**config.mk**
```make
export PLATFORM = sky130hd
export DESIGN_NAME = hashed_split_bucket_chooser
export DESIGN_NICKNAME = d
export VERILOG_FILES = /design/src/sv/hsbc_pkg.sv /design/src/sv/hsbc_mod.sv /design/src/sv/hashed_split_bucket_chooser.sv
export VERILOG_INCLUDE_DIRS = /design/src /design/src/sv
export SDC_FILE = /design/constraint.sdc
export NUM_CORES = 1
export LEC_CHECK = 0
export BUFFER_PORTS_ARGS = -buffer_cell sky130_fd_sc_hd__buf_2
export CORE_MARGIN = 2
export CORE_UTILIZATION = 50
export DETAILED_ROUTE_END_ITERATION = 8
export GPL_ROUTABILITY_DRIVEN = 0
export PLACE_DENSITY = 0.77
export SETUP_SLACK_MARGIN = 0.05
export SYNTH_ARGS = -nofsm -noshare
export SYNTH_HDL_FRONTEND = slang
export SYNTH_SLANG_ARGS = --single-unit
export TNS_END_PERCENT = 30
```
**constraint.sdc**
```tcl
create_clock -name clk -period 7.6 [get_ports clk]
set_input_delay 1.52 -clock clk [delete_from_list [all_inputs] [get_ports clk]]
set_output_delay 1.52 -clock clk [all_outputs]
set_load 0.02 [all_outputs]
```
**src/sv/hashed_split_bucket_chooser_assert.svh**
```systemverilog
// Assertion macros shared by the split bucket chooser RTL
`ifndef HASHED_SPLIT_BUCKET_CHOOSER_ASSERT_SVH
`define HASHED_SPLIT_BUCKET_CHOOSER_ASSERT_SVH

// Same-cycle implication, sampled on clk, off while in reset
`define HSBC_ASSERT_SAME(label, ante, cons) \
  label: assert property (@(posedge clk) disable iff (!rst_n) (ante) |-> (cons)) \
    else $error("hsbc assertion failed");

// Next-cycle implication, sampled on clk, off while in reset
`define HSBC_ASSERT_NEXT(label, ante, cons) \
  label: assert property (@(posedge clk) disable iff (!rst_n) (ante) |=> (cons)) \
    else $error("hsbc assertion failed");

`endif

```
**src/sv/hsbc_pkg.sv**
```systemverilog
// Shared constants, types and hash function of the split bucket chooser
`timescale 1ns / 1ps
package hsbc_pkg;

  localparam int HASH_W = 32;
  localparam int BYTE_W = 8;
  localparam int WGT_W  = 8;
  localparam int BKT_W  = 10;
  localparam int CLS_W  = 2;
  localparam int IDX_W  = 2;
  localparam int CNT_W  = 5;

  localparam logic [HASH_W-1:0] FNV_BASIS = 32'h811C9DC5;
  localparam logic [HASH_W-1:0] FNV_PRIME = 32'd16777619;

  localparam logic [WGT_W-1:0] WEIGHT_TRAIN_RST = 8'd8;
  localparam logic [WGT_W-1:0] WEIGHT_VAL_RST   = 8'd1;
  localparam logic [WGT_W-1:0] WEIGHT_TEST_RST  = 8'd1;

  // Register indexes of the config port
  localparam logic [IDX_W-1:0] REG_WEIGHT_TRAIN = 2'd0;
  localparam logic [IDX_W-1:0] REG_WEIGHT_VAL   = 2'd1;
  localparam logic [IDX_W-1:0] REG_WEIGHT_TEST  = 2'd2;

  // Split class codes
  localparam logic [CLS_W-1:0] CLS_TRAIN = 2'd0;
  localparam logic [CLS_W-1:0] CLS_VAL   = 2'd1;
  localparam logic [CLS_W-1:0] CLS_TEST  = 2'd2;

  // Control from the top level to the modulo unit
  typedef struct packed {
    logic start;
    logic take;
  } mod_ctl_t;

  // Status from the modulo unit to the top level
  typedef struct packed {
    logic idle;
    logic done;
  } mod_sts_t;

  // Fold one byte into the running FNV-1a hash
  function automatic logic [HASH_W-1:0] fnv_fold(input logic [HASH_W-1:0] h,
                                                 input logic [BYTE_W-1:0] b);
    logic [HASH_W-1:0] x;
    x = h ^ {{(HASH_W-BYTE_W){1'b0}}, b};
    return x * FNV_PRIME;
  endfunction

endpackage

```
**src/sv/hsbc_mod.sv**
```systemverilog
// Bit-serial restoring modulo unit: 32-bit hash modulo a 10-bit total
`timescale 1ns / 1ps
module hsbc_mod (
  input  logic                        clk,
  input  logic                        rst_n,
  input  hsbc_pkg::mod_ctl_t          ctl,
  input  logic [hsbc_pkg::HASH_W-1:0] dividend,
  input  logic [hsbc_pkg::BKT_W-1:0]  divisor,
  output hsbc_pkg::mod_sts_t          sts,
  output logic [hsbc_pkg::BKT_W-1:0]  remainder
);

  typedef enum logic [1:0] {
    M_IDLE,
    M_RUN,
    M_DONE
  } mod_state_t;

  mod_state_t                    state_r, state_nxt;
  logic [hsbc_pkg::CNT_W-1:0]    cnt_r, cnt_nxt;
  logic [hsbc_pkg::HASH_W-1:0]   quo_r, quo_nxt;
  logic [hsbc_pkg::BKT_W-1:0]    rem_r, rem_nxt;
  logic [hsbc_pkg::BKT_W-1:0]    div_r, div_nxt;
  logic [hsbc_pkg::BKT_W:0]      trial;
  logic [hsbc_pkg::BKT_W:0]      diff;
  logic                          fits;

  // One restoring step: bring in the next dividend bit, subtract if it fits
  always_comb begin
    trial = {rem_r, quo_r[hsbc_pkg::HASH_W-1]};
    diff  = trial - {1'b0, div_r};
    fits  = (trial >= {1'b0, div_r});
  end

  // Sequence the steps
  always_comb begin
    state_nxt = state_r;
    cnt_nxt   = cnt_r;
    quo_nxt   = quo_r;
    rem_nxt   = rem_r;
    div_nxt   = div_r;
    case (state_r)
      M_IDLE: begin
        if (ctl.start) begin
          quo_nxt = dividend;
          div_nxt = divisor;
          rem_nxt = '0;
          cnt_nxt = '0;
          // zero total gives bucket zero without iterating
          state_nxt = (divisor == '0) ? M_DONE : M_RUN;
        end
      end
      M_RUN: begin
        rem_nxt = fits ? diff[hsbc_pkg::BKT_W-1:0] : trial[hsbc_pkg::BKT_W-1:0];
        quo_nxt = {quo_r[hsbc_pkg::HASH_W-2:0], 1'b0};
        cnt_nxt = cnt_r + 1'b1;
        if (cnt_r == '1) begin
          state_nxt = M_DONE;
        end
      end
      M_DONE: begin
        if (ctl.take) begin
          state_nxt = M_IDLE;
        end
      end
      default: begin
        state_nxt = M_IDLE;
      end
    endcase
  end

  // Hold state and working registers
  always_ff @(posedge clk) begin
    if (!rst_n) begin
      state_r <= M_IDLE;
      cnt_r   <= '0;
    end else begin
      state_r <= state_nxt;
      cnt_r   <= cnt_nxt;
    end
    quo_r <= quo_nxt;
    rem_r <= rem_nxt;
    div_r <= div_nxt;
  end

  assign sts.idle  = (state_r == M_IDLE);
  assign sts.done  = (state_r == M_DONE);
  assign remainder = rem_r;

endmodule

```
**src/sv/hashed_split_bucket_chooser.sv**
```systemverilog
// Top level: FNV-1a string hash, modulo bucket and train/val/test split
//
// Bytes of an identifier string arrive one per transfer on the in_ channel; each
// byte is folded into a 32-bit FNV-1a hash (offset basis 0x811C9DC5, prime
// 16777619) in the cycle it is taken. The byte flagged in_is_last starts a
// bit-serial modulo unit that divides the final hash by weight_train +
// weight_val + weight_test one dividend bit per cycle: in_ready stays low
// after that byte through the 32 divide steps and a handover state (only the
// handover state when all weights are zero), and for as long as the result
// waits for the output register to free up.
// The result (split class, hash, bucket)
// is held in an output register until taken; the next string's bytes may
// stream in meanwhile until its own last byte. Weights are written on the
// cfg_ channel (index 0 train, 1 validation, 2 test, index 3 ignored) and
// must only change while no string end is in flight.
`timescale 1ns / 1ps
`include "hashed_split_bucket_chooser_assert.svh"
module hashed_split_bucket_chooser (
  input  logic                        clk,
  input  logic                        rst_n,
  input  logic                        in_valid,
  output logic                        in_ready,
  input  logic [hsbc_pkg::BYTE_W-1:0] in_char_byte,
  input  logic                        in_is_last,
  output logic                        out_valid,
  input  logic                        out_ready,
  output logic [hsbc_pkg::CLS_W-1:0]  out_split_class,
  output logic [hsbc_pkg::HASH_W-1:0] out_hash_word,
  output logic [hsbc_pkg::BKT_W-1:0]  out_bucket_index,
  input  logic                        cfg_valid,
  output logic                        cfg_ready,
  input  logic [hsbc_pkg::IDX_W-1:0]  cfg_index,
  input  logic [hsbc_pkg::WGT_W-1:0]  cfg_data
);

  logic [hsbc_pkg::WGT_W-1:0]  wgt_train_r, wgt_train_nxt;
  logic [hsbc_pkg::WGT_W-1:0]  wgt_val_r, wgt_val_nxt;
  logic [hsbc_pkg::WGT_W-1:0]  wgt_test_r, wgt_test_nxt;
  logic [hsbc_pkg::HASH_W-1:0] hash_r, hash_nxt;
  logic [hsbc_pkg::HASH_W-1:0] final_r, final_nxt;
  logic                        out_valid_r, out_valid_nxt;
  logic [hsbc_pkg::CLS_W-1:0]  cls_r, cls_nxt;
  logic [hsbc_pkg::HASH_W-1:0] out_hash_r, out_hash_nxt;
  logic [hsbc_pkg::BKT_W-1:0]  bkt_r, bkt_nxt;

  logic                        in_xfer;
  logic                        cfg_xfer;
  logic [hsbc_pkg::HASH_W-1:0] folded;
  logic [hsbc_pkg::BKT_W-1:0]  total;
  logic [hsbc_pkg::WGT_W:0]    edge_val;
  logic [hsbc_pkg::BKT_W-1:0]  rem;
  hsbc_pkg::mod_ctl_t          ctl;
  hsbc_pkg::mod_sts_t          sts;

  assign in_ready  = sts.idle;
  assign cfg_ready = 1'b1;
  assign in_xfer   = in_valid && in_ready;
  assign cfg_xfer  = cfg_valid && cfg_ready;
  assign folded    = hsbc_pkg::fnv_fold(hash_r, in_char_byte);

  // Bucket total and class boundaries
  assign total = {2'b00, wgt_train_r} + {2'b00, wgt_val_r} + {2'b00, wgt_test_r};
  assign edge_val = {1'b0, wgt_train_r} + {1'b0, wgt_val_r};

  // Start the modulo on the last byte, hand its result over when the slot frees
  assign ctl.start = in_xfer && in_is_last;
  assign ctl.take  = sts.done && (!out_valid_r || out_ready);

  hsbc_mod u_mod (
    .clk       (clk),
    .rst_n     (rst_n),
    .ctl       (ctl),
    .dividend  (folded),
    .divisor   (total),
    .sts       (sts),
    .remainder (rem)
  );

  // Config register writes
  always_comb begin
    wgt_train_nxt = wgt_train_r;
    wgt_val_nxt   = wgt_val_r;
    wgt_test_nxt  = wgt_test_r;
    if (cfg_xfer) begin
      case (cfg_index)
        hsbc_pkg::REG_WEIGHT_TRAIN: wgt_train_nxt = cfg_data;
        hsbc_pkg::REG_WEIGHT_VAL:   wgt_val_nxt   = cfg_data;
        hsbc_pkg::REG_WEIGHT_TEST:  wgt_test_nxt  = cfg_data;
        default: begin
        end
      endcase
    end
  end

  // Fold bytes; restart from the offset basis after the last one
  always_comb begin
    hash_nxt  = hash_r;
    final_nxt = final_r;
    if (in_xfer) begin
      if (in_is_last) begin
        hash_nxt  = hsbc_pkg::FNV_BASIS;
        final_nxt = folded;
      end else begin
        hash_nxt = folded;
      end
    end
  end

  // Output register: load on handover, drop on transfer
  always_comb begin
    out_valid_nxt = out_valid_r;
    cls_nxt       = cls_r;
    out_hash_nxt  = out_hash_r;
    bkt_nxt       = bkt_r;
    if (out_valid_r && out_ready) begin
      out_valid_nxt = 1'b0;
    end
    if (ctl.take) begin
      out_valid_nxt = 1'b1;
      out_hash_nxt  = final_r;
      bkt_nxt       = rem;
      if (rem < {2'b00, wgt_train_r}) begin
        cls_nxt = hsbc_pkg::CLS_TRAIN;
      end else if (rem < {1'b0, edge_val}) begin
        cls_nxt = hsbc_pkg::CLS_VAL;
      end else begin
        cls_nxt = hsbc_pkg::CLS_TEST;
      end
    end
  end

  always_ff @(posedge clk) begin
    if (!rst_n) begin
      wgt_train_r <= hsbc_pkg::WEIGHT_TRAIN_RST;
      wgt_val_r   <= hsbc_pkg::WEIGHT_VAL_RST;
      wgt_test_r  <= hsbc_pkg::WEIGHT_TEST_RST;
      hash_r      <= hsbc_pkg::FNV_BASIS;
      out_valid_r <= 1'b0;
    end else begin
      wgt_train_r <= wgt_train_nxt;
      wgt_val_r   <= wgt_val_nxt;
      wgt_test_r  <= wgt_test_nxt;
      hash_r      <= hash_nxt;
      out_valid_r <= out_valid_nxt;
    end
    final_r    <= final_nxt;
    cls_r      <= cls_nxt;
    out_hash_r <= out_hash_nxt;
    bkt_r      <= bkt_nxt;
  end

  assign out_valid        = out_valid_r;
  assign out_split_class  = cls_r;
  assign out_hash_word    = out_hash_r;
  assign out_bucket_index = bkt_r;

  // Last byte blocks further input while the modulo runs
  `HSBC_ASSERT_NEXT(a_last_blocks, in_xfer && in_is_last, !in_ready)
  // Hash restarts from the offset basis after a string ends
  `HSBC_ASSERT_NEXT(a_hash_restart, in_xfer && in_is_last, hash_r == hsbc_pkg::FNV_BASIS)
  // A nonzero total always yields a bucket below it
  `HSBC_ASSERT_SAME(a_bucket_range, out_valid_r && (total != '0), bkt_r < total)
  // No new result is loaded over one that has not been taken
  `HSBC_ASSERT_SAME(a_no_overwrite, ctl.take && out_valid_r, out_ready)

endmodule
```
==> results of run 1 <==
## sequential cells by signal, summed over array words and instances, names as in the netlist
register          cells
final_r              32
hash_r               32
out_hash_word        32
u_mod.quo_r          32
out_bucket_index     10
u_mod.div_r          10
u_mod.remainder      10
wgt_test_r            8
wgt_train_r           8
wgt_val_r             8
u_mod.cnt_r           5
out_split_class       2
u_mod.state_r         2
out_valid             1
## through the flow
step                hold WS [ns]  area [um2]
floorplan                  0.400       14200
global placement           0.400       15000
detailed placement         0.405       15000
CTS                        0.422       15600
global route               0.426       15600
finish                     0.421       15600
## worst max-delay path, stage by stage
cell and delay [ns]:
buf_2 0.10, xor2_1 0.48, ha_1 0.34, ha_1 0.30, fa_1 0.49, ha_1 0.22, fa_1 0.48, ha_1 0.29
inv_1 0.05, fa_1 0.53, inv_1 0.04, ha_1 0.36, a21oi_1 0.16, o21ai_0 0.12, a31oi_1 0.19, and2b_1 0.21
a311o_2 0.39, a21oi_2 0.15, mux2i_1 0.22, nand2_1 0.09, mux2_2 0.26
## cell families after synthesis
logic type,after synthesis,share of synthesized area (%)
AOI/OAI and AO/OA,210,9.67
other,1,0.0264
DFF,192,36.1
adders and majority gates,311,31.9
and+or+nand+nor,263,8.79
xor gates and xnor gates,74,4.57
buffers and inverters,276,7.37
muxes,21,1.51
## how the worst max path moves through the flow
| stage | startpoint | to | slack (ns) |
|---|---|---|---|
| 4_1_cts | in_char_byte[5] | u_mod.quo_r[24] | 0.77 |
| 3_3_place_gp | in_char_byte[5] | u_mod.quo_r[24] | 0.41 |
| 3_5_place_dp | in_char_byte[5] | u_mod.quo_r[24] | 0.29 |
| 5_1_grt | in_char_byte[5] | u_mod.quo_r[31] | 0.53 |
| 2_1_floorplan | in_char_byte[7] | u_mod.quo_r[24] | 0.91 |
| 6_report | in_char_byte[5] | u_mod.quo_r[24] | 0.79 |
## metal layers
layer  up-vias  GRT usage (%)  wire length (um)
li1       4650              -                 -
met1      4642           29.5             13800
met2       310           35.5             14300
met3        37           3.39              1990
met4         0           6.80               686
met5         -              0                 0
## area by class of cell
type | instances | share of cell area, %
clock buffers | 18 | 2.75
clock inverters | 14 | 1.20
inverters | 248 | 5.97
multi-input cells | 880 | 51.6
flip-flops and latches | 192 | 32.9
well taps | 378 | 3.03
repair buffers | 77 | 2.60
## Yosys cell counts (3+ instances only)
master    count
inv_1       248
ha_1        226
edfxtp_1    128
nand2_1     109
fa_1         85
dfxtp_1      64
a21oi_1      51
nor2_1       47
o21ai_0      45
xnor2_1      45
nor2b_1      42
a21o_1       30
xor2_1       29
clkbuf_1     24
mux2i_1      18
nand2b_1     14
nand3_1      13
o211ai_1     10
a22oi_1       9
o21bai_1      8
a21boi_0      7
a211oi_1      6
and2_1        6
nor3_1        6
a31oi_1       5
and3_1        5
nand3b_1      5
o21ai_1       5
a21oi_2       4
a32o_1        4
mux2_2        3
nand4_1       3
o21a_1        3
o31ai_1       3
or3_1         3
or4_1         3
==> flow_summary.json, run 1 <==
{
  "status": "finished, final reports clean",
  "reg2reg_depth": 20,
  "die_area_um2": 29700,
  "post_cts_resized": 0,
  "diodes": 0,
  "r2r_end": "u_mod.quo_r[24]",
  "reg2reg_from": "hash_r[5]",
  "worst_pin_slew_ns": 1.08,
  "min_period_over_period_pct": 89.6,
  "rows": 61,
  "synth-edff-count": 128,
  "hold_path_startpoint": "final_r[4]",
  "syn_inst": 1348,
  "final_cells": 1807,
  "syn_avg_cell_area_um2": 10.5,
  "floorplan.initialDensity_pct": 50.9,
  "cts_tree": "yes",
  "cts_buffer_depth": 2,
  "antenna_found_initial": 0,
  "yosys-top-cells-area": "edfxtp_1 (27%), ha_1 (20%), fa_1 (12%)",
  "yosysWarnings": 0,
  "cts.sinks": 192,
  "grt_overflow": 0,
  "finalSetupViolCount": 0,
  "holdPathStages": 0,
  "drc": 0,
  "final_cell_mix": "inv_1 (248), ha_1 (226), edfxtp_1 (128)",
  "final.setup_skew_ns": 0.0143,
  "ios": 71,
  "synthesis.nets": 1683,
  "die_h_um": 172,
  "holdPathEnd": "out_hash_word[4]",
  "multi_input_area_um2": 8040,
  "cp.required_ns": 7.80,
  "cp-start-kind": "input port",
  "seq_area_frac_synth_pct": 36.1,
  "synth_top_area_share_pct": 27.1,
  "slew_violations": 0,
  "first_iter_violations": 734,
  "grt_usage_pct": 21.6,
  "numCtsBuffers": 17,
  "fin_ws_ns": 0.789,
  "grt_pass1_vias": 9567,
  "post-route-min-period_ns": 6.81,
  "synthArstFlopShare_pct": 0,
  "synth-seq-cells": 192,
  "seq_area_um2": 5120,
  "grt_max_degree": 53,
  "area_delta_synth_final_pct": 9.90,
  "dpl.cell_count": 1775,
  "fillerInstances": 2332,
  "fmax_mhz": 147,
  "r2r_slack_ns": 1.58,
  "finalHoldViolCount": 0,
  "yosys.area.top_type": "edfxtp_1",
  "layout_commonest_cell": "inv_1",
  "end_kind": "register",
  "hold_path.class": "reg -> reg",
  "wl_per_cell_um": 17.0,
  "worst_ep_arrival_time_ns": 7.01,
  "wirelength_mm": 30.8,
  "dpl.hpwl_mm": 24.4,
  "htreeDepth": 4,
  "critical_path_class": "in -> reg",
  "synth_flop_cell": "edfxtp_1",
  "syn_area_um2": 14200,
  "clkLatencyLatePin_ns": 0.44,
  "cts_root_buf": "clkbuf_16",
  "ys_types": 60,
  "firstDrtPassIters": 5,
  "routed-via-count": 9639,
  "die_x_um": 172,
  "rsz0062_at_grt": "false",
  "viasPerCell": 5.33,
  "path_max_fanout": 6,
  "cts_hold_buf": 0,
  "port_buffers": 69,
  "grt_pass1_wl_mm": 48.9,
  "layout.nets": 1751,
  "post_cts.repair.setup_buffers": 0,
  "relSlewSlack_pct": 27.6,
  "dp_slack_ns": 0.286,
  "clk_pin_slew_ns": 0.08,
  "setup_tns_ns": 0,
  "drive_gt1_share_pct": 8.96,
  "cap_violations": 0,
  "core_um2": 27900,
  "final_util_pct": 55.9,
  "drtAntennaViolNets": 0
}
Power of run 1 is not shown: default switching activity piles up to over one toggle a cycle in this logic, so the estimate is an artifact.
==> run 2, diff against run 1 <==
--- a/config.mk
+++ b/config.mk
@@ -12,6 +12,7 @@
 export DETAILED_ROUTE_END_ITERATION = 8
 export GPL_ROUTABILITY_DRIVEN = 0
 export PLACE_DENSITY = 0.77
+export REMOVE_ABC_BUFFERS = 1
 export SETUP_SLACK_MARGIN = 0.05
 export SYNTH_ARGS = -nofsm -noshare
 export SYNTH_HDL_FRONTEND = slang
==> run 2 against run 1 <==
Compared with the run above:
- setup slack worse by 0.13 ns
- cell count unchanged
- first-iteration DRC count increased by 13%
- via count rose by 1.1%
- critical path depth is the same
- routed wire length increased by 3.3%
- die area did not move
- sequential share of layout area hardly changed
- worst hold slack got worse by 0.0016 ns
- fmax decreased by 1.9%
- clock-buffer cell count decreased by 1
- sequential cell count unchanged
- critical path type unchanged
- critical endpoint unchanged
==> flow_summary.json, run 2 (synthesis gave the netlist of run 1 again) <==
{
  "status": "finished, final reports clean",
  "fmax_mhz": 144,
  "final.setup_skew_ns": 0.0175,
  "cp-start-kind": "input port",
  "finalHoldViolCount": 0,
  "layout.nets": 1751,
  "cts_hold_buf": 0,
  "crit_chain": "buf_2 -> xor2_1 -> and2_1 -> ha_1 -> fa_1 -> ha_1 -> fa_1 -> ha_1 -> inv_1 -> fa_1 -> inv_1 -> ha_1 -> a21oi_1 -> o21ai_0 -> a31oi_1 -> and2b_1 -> a311o_2 -> a21oi_2 -> mux2i_1 -> nand2_1 -> mux2_2",
  "grt_pass1_wl_mm": 51.5,
  "holdPathStages": 0,
  "routed-via-count": 9747,
  "r2r_end": "u_mod.quo_r[24]",
  "finalHoldWorstSlack_ns": 0.419,
  "viasPerCell": 5.39,
  "cts_tree": "yes",
  "hold_path.class": "reg -> reg",
  "end_kind": "register",
  "diodes": 0,
  "finalSetupViolCount": 0,
  "grt_overflow": 0,
  "min_period_over_period_pct": 91.4,
  "layout_commonest_cell": "inv_1",
  "port_buffers": 69,
  "slowest_delay_ns": 0.55,
  "ios": 71,
  "htreeDepth": 4,
  "die_x_um": 172,
  "holdPathEnd": "out_hash_word[12]",
  "drtAntennaViolNets": 0,
  "area_delta_synth_final_pct": 9.82,
  "rsz0062_at_grt": "false",
  "post_cts.repair.setup_buffers": 0,
  "setup_tns_ns": 0,
  "cts_buffer_depth": 2,
  "firstDrtPassIters": 5,
  "slew_violations": 0,
  "final_cell_mix": "inv_1 (248), ha_1 (226), edfxtp_1 (128)",
  "cts_root_buf": "clkbuf_16",
  "wl_per_cell_um": 17.6,
  "cp.required_ns": 7.79,
  "cts.sinks": 192,
  "path_common_cell": "ha_1",
  "post-route-min-period_ns": 6.94,
  "wirelength_mm": 31.8,
  "reg2reg_depth": 20,
  "fin_area_um2": 15600,
  "r2r_slack_ns": 1.44,
  "clk_pin_slew_ns": 0.07,
  "post_cts_resized": 0,
  "dpl.hpwl_mm": 25.0,
  "worst_pin_slew_ns": 1.14,
  "die_area_um2": 29700,
  "relSlewSlack_pct": 24.1,
  "grt_max_degree": 53,
  "grt_pass1_vias": 9835,
  "drive_gt1_share_pct": 8.96,
  "rows": 61,
  "first_iter_violations": 829,
  "cp_num_buf_inv": 3,
  "reg2reg_from": "hash_r[1]",
  "path_max_fanout": 5,
  "placed_area_um2": 15000,
  "grt_usage_pct": 22.6,
  "crit_family": "adder cells",
  "drc": 0,
  "critical-path-slowest-cell": "xor2_1",
  "worst_ep_arrival_time_ns": 7.14,
  "critical_path_class": "in -> reg",
  "clkLatencyLatePin_ns": 0.44,
  "die_h_um": 172,
  "hold_path_startpoint": "final_r[12]",
  "floorplan.initialDensity_pct": 50.9,
  "core_um2": 27900,
  "numCtsBuffers": 17,
  "antenna_found_initial": 0,
  "cap_violations": 0
}
run 2: area by class of cell:
| type | count | area, um2 |
|---|---|---|
| fill | 2322 | 12300 |
| timing repair buffer | 77 | 405 |
| multi-input combinational | 880 | 8040 |
| tap | 378 | 473 |
| clock inverter | 15 | 180 |
| sequential | 192 | 5120 |
| clock buffer | 17 | 425 |
| inverter | 248 | 931 |
run 2: worst register-to-register path: stages, from the launching register on:
cell and delay (ns):
dfxtp_1 0.38, xor2_1 0.57, and2_1 0.23, ha_1 0.28
fa_1 0.49, ha_1 0.21, fa_1 0.48, ha_1 0.31
inv_1 0.06, fa_1 0.52, inv_1 0.04, ha_1 0.36
a21oi_1 0.15, o21ai_0 0.15, a31oi_1 0.28, and2b_1 0.22
a311o_2 0.38, a21oi_2 0.16, mux2i_1 0.26, nand2_1 0.11
mux2_2 0.27
run 2: through the flow:
step	utilization (%)	std cells	setup WS, ns
3_5_place_dp	53.7	1775	0.285
5_1_grt	55.9	1807	0.522
3_3_place_gp	53.7	1775	0.500
6_report	55.9	1807	0.656
2_1_floorplan	-	1320	0.951
4_1_cts	55.9	1807	0.737
run 2: how the worst max path moves through the flow:
stage / start / to / slack (ns) / cells after the start
2_1_floorplan: in_char_byte[2] / u_mod.quo_r[24] / 0.95 / 21
3_3_place_gp: in_char_byte[1] / u_mod.quo_r[24] / 0.50 / 21
3_5_place_dp: in_char_byte[1] / u_mod.quo_r[24] / 0.29 / 21
4_1_cts: in_char_byte[1] / u_mod.quo_r[24] / 0.74 / 21
5_1_grt: in_char_byte[1] / u_mod.quo_r[24] / 0.52 / 21
6_report: in_char_byte[1] / u_mod.quo_r[24] / 0.66 / 21
run 2: layer usage:
layer / share of wire, % / global-route usage, % / wire length, um
met4: 2.0 / 6.47 / 620
met3: 6.3 / 3.98 / 2000
met5: 0 / 0 / 0
met1: 44 / 30.5 / 14100
met2: 47 / 37.6 / 15100
Power of run 2 is left out for the same reason.
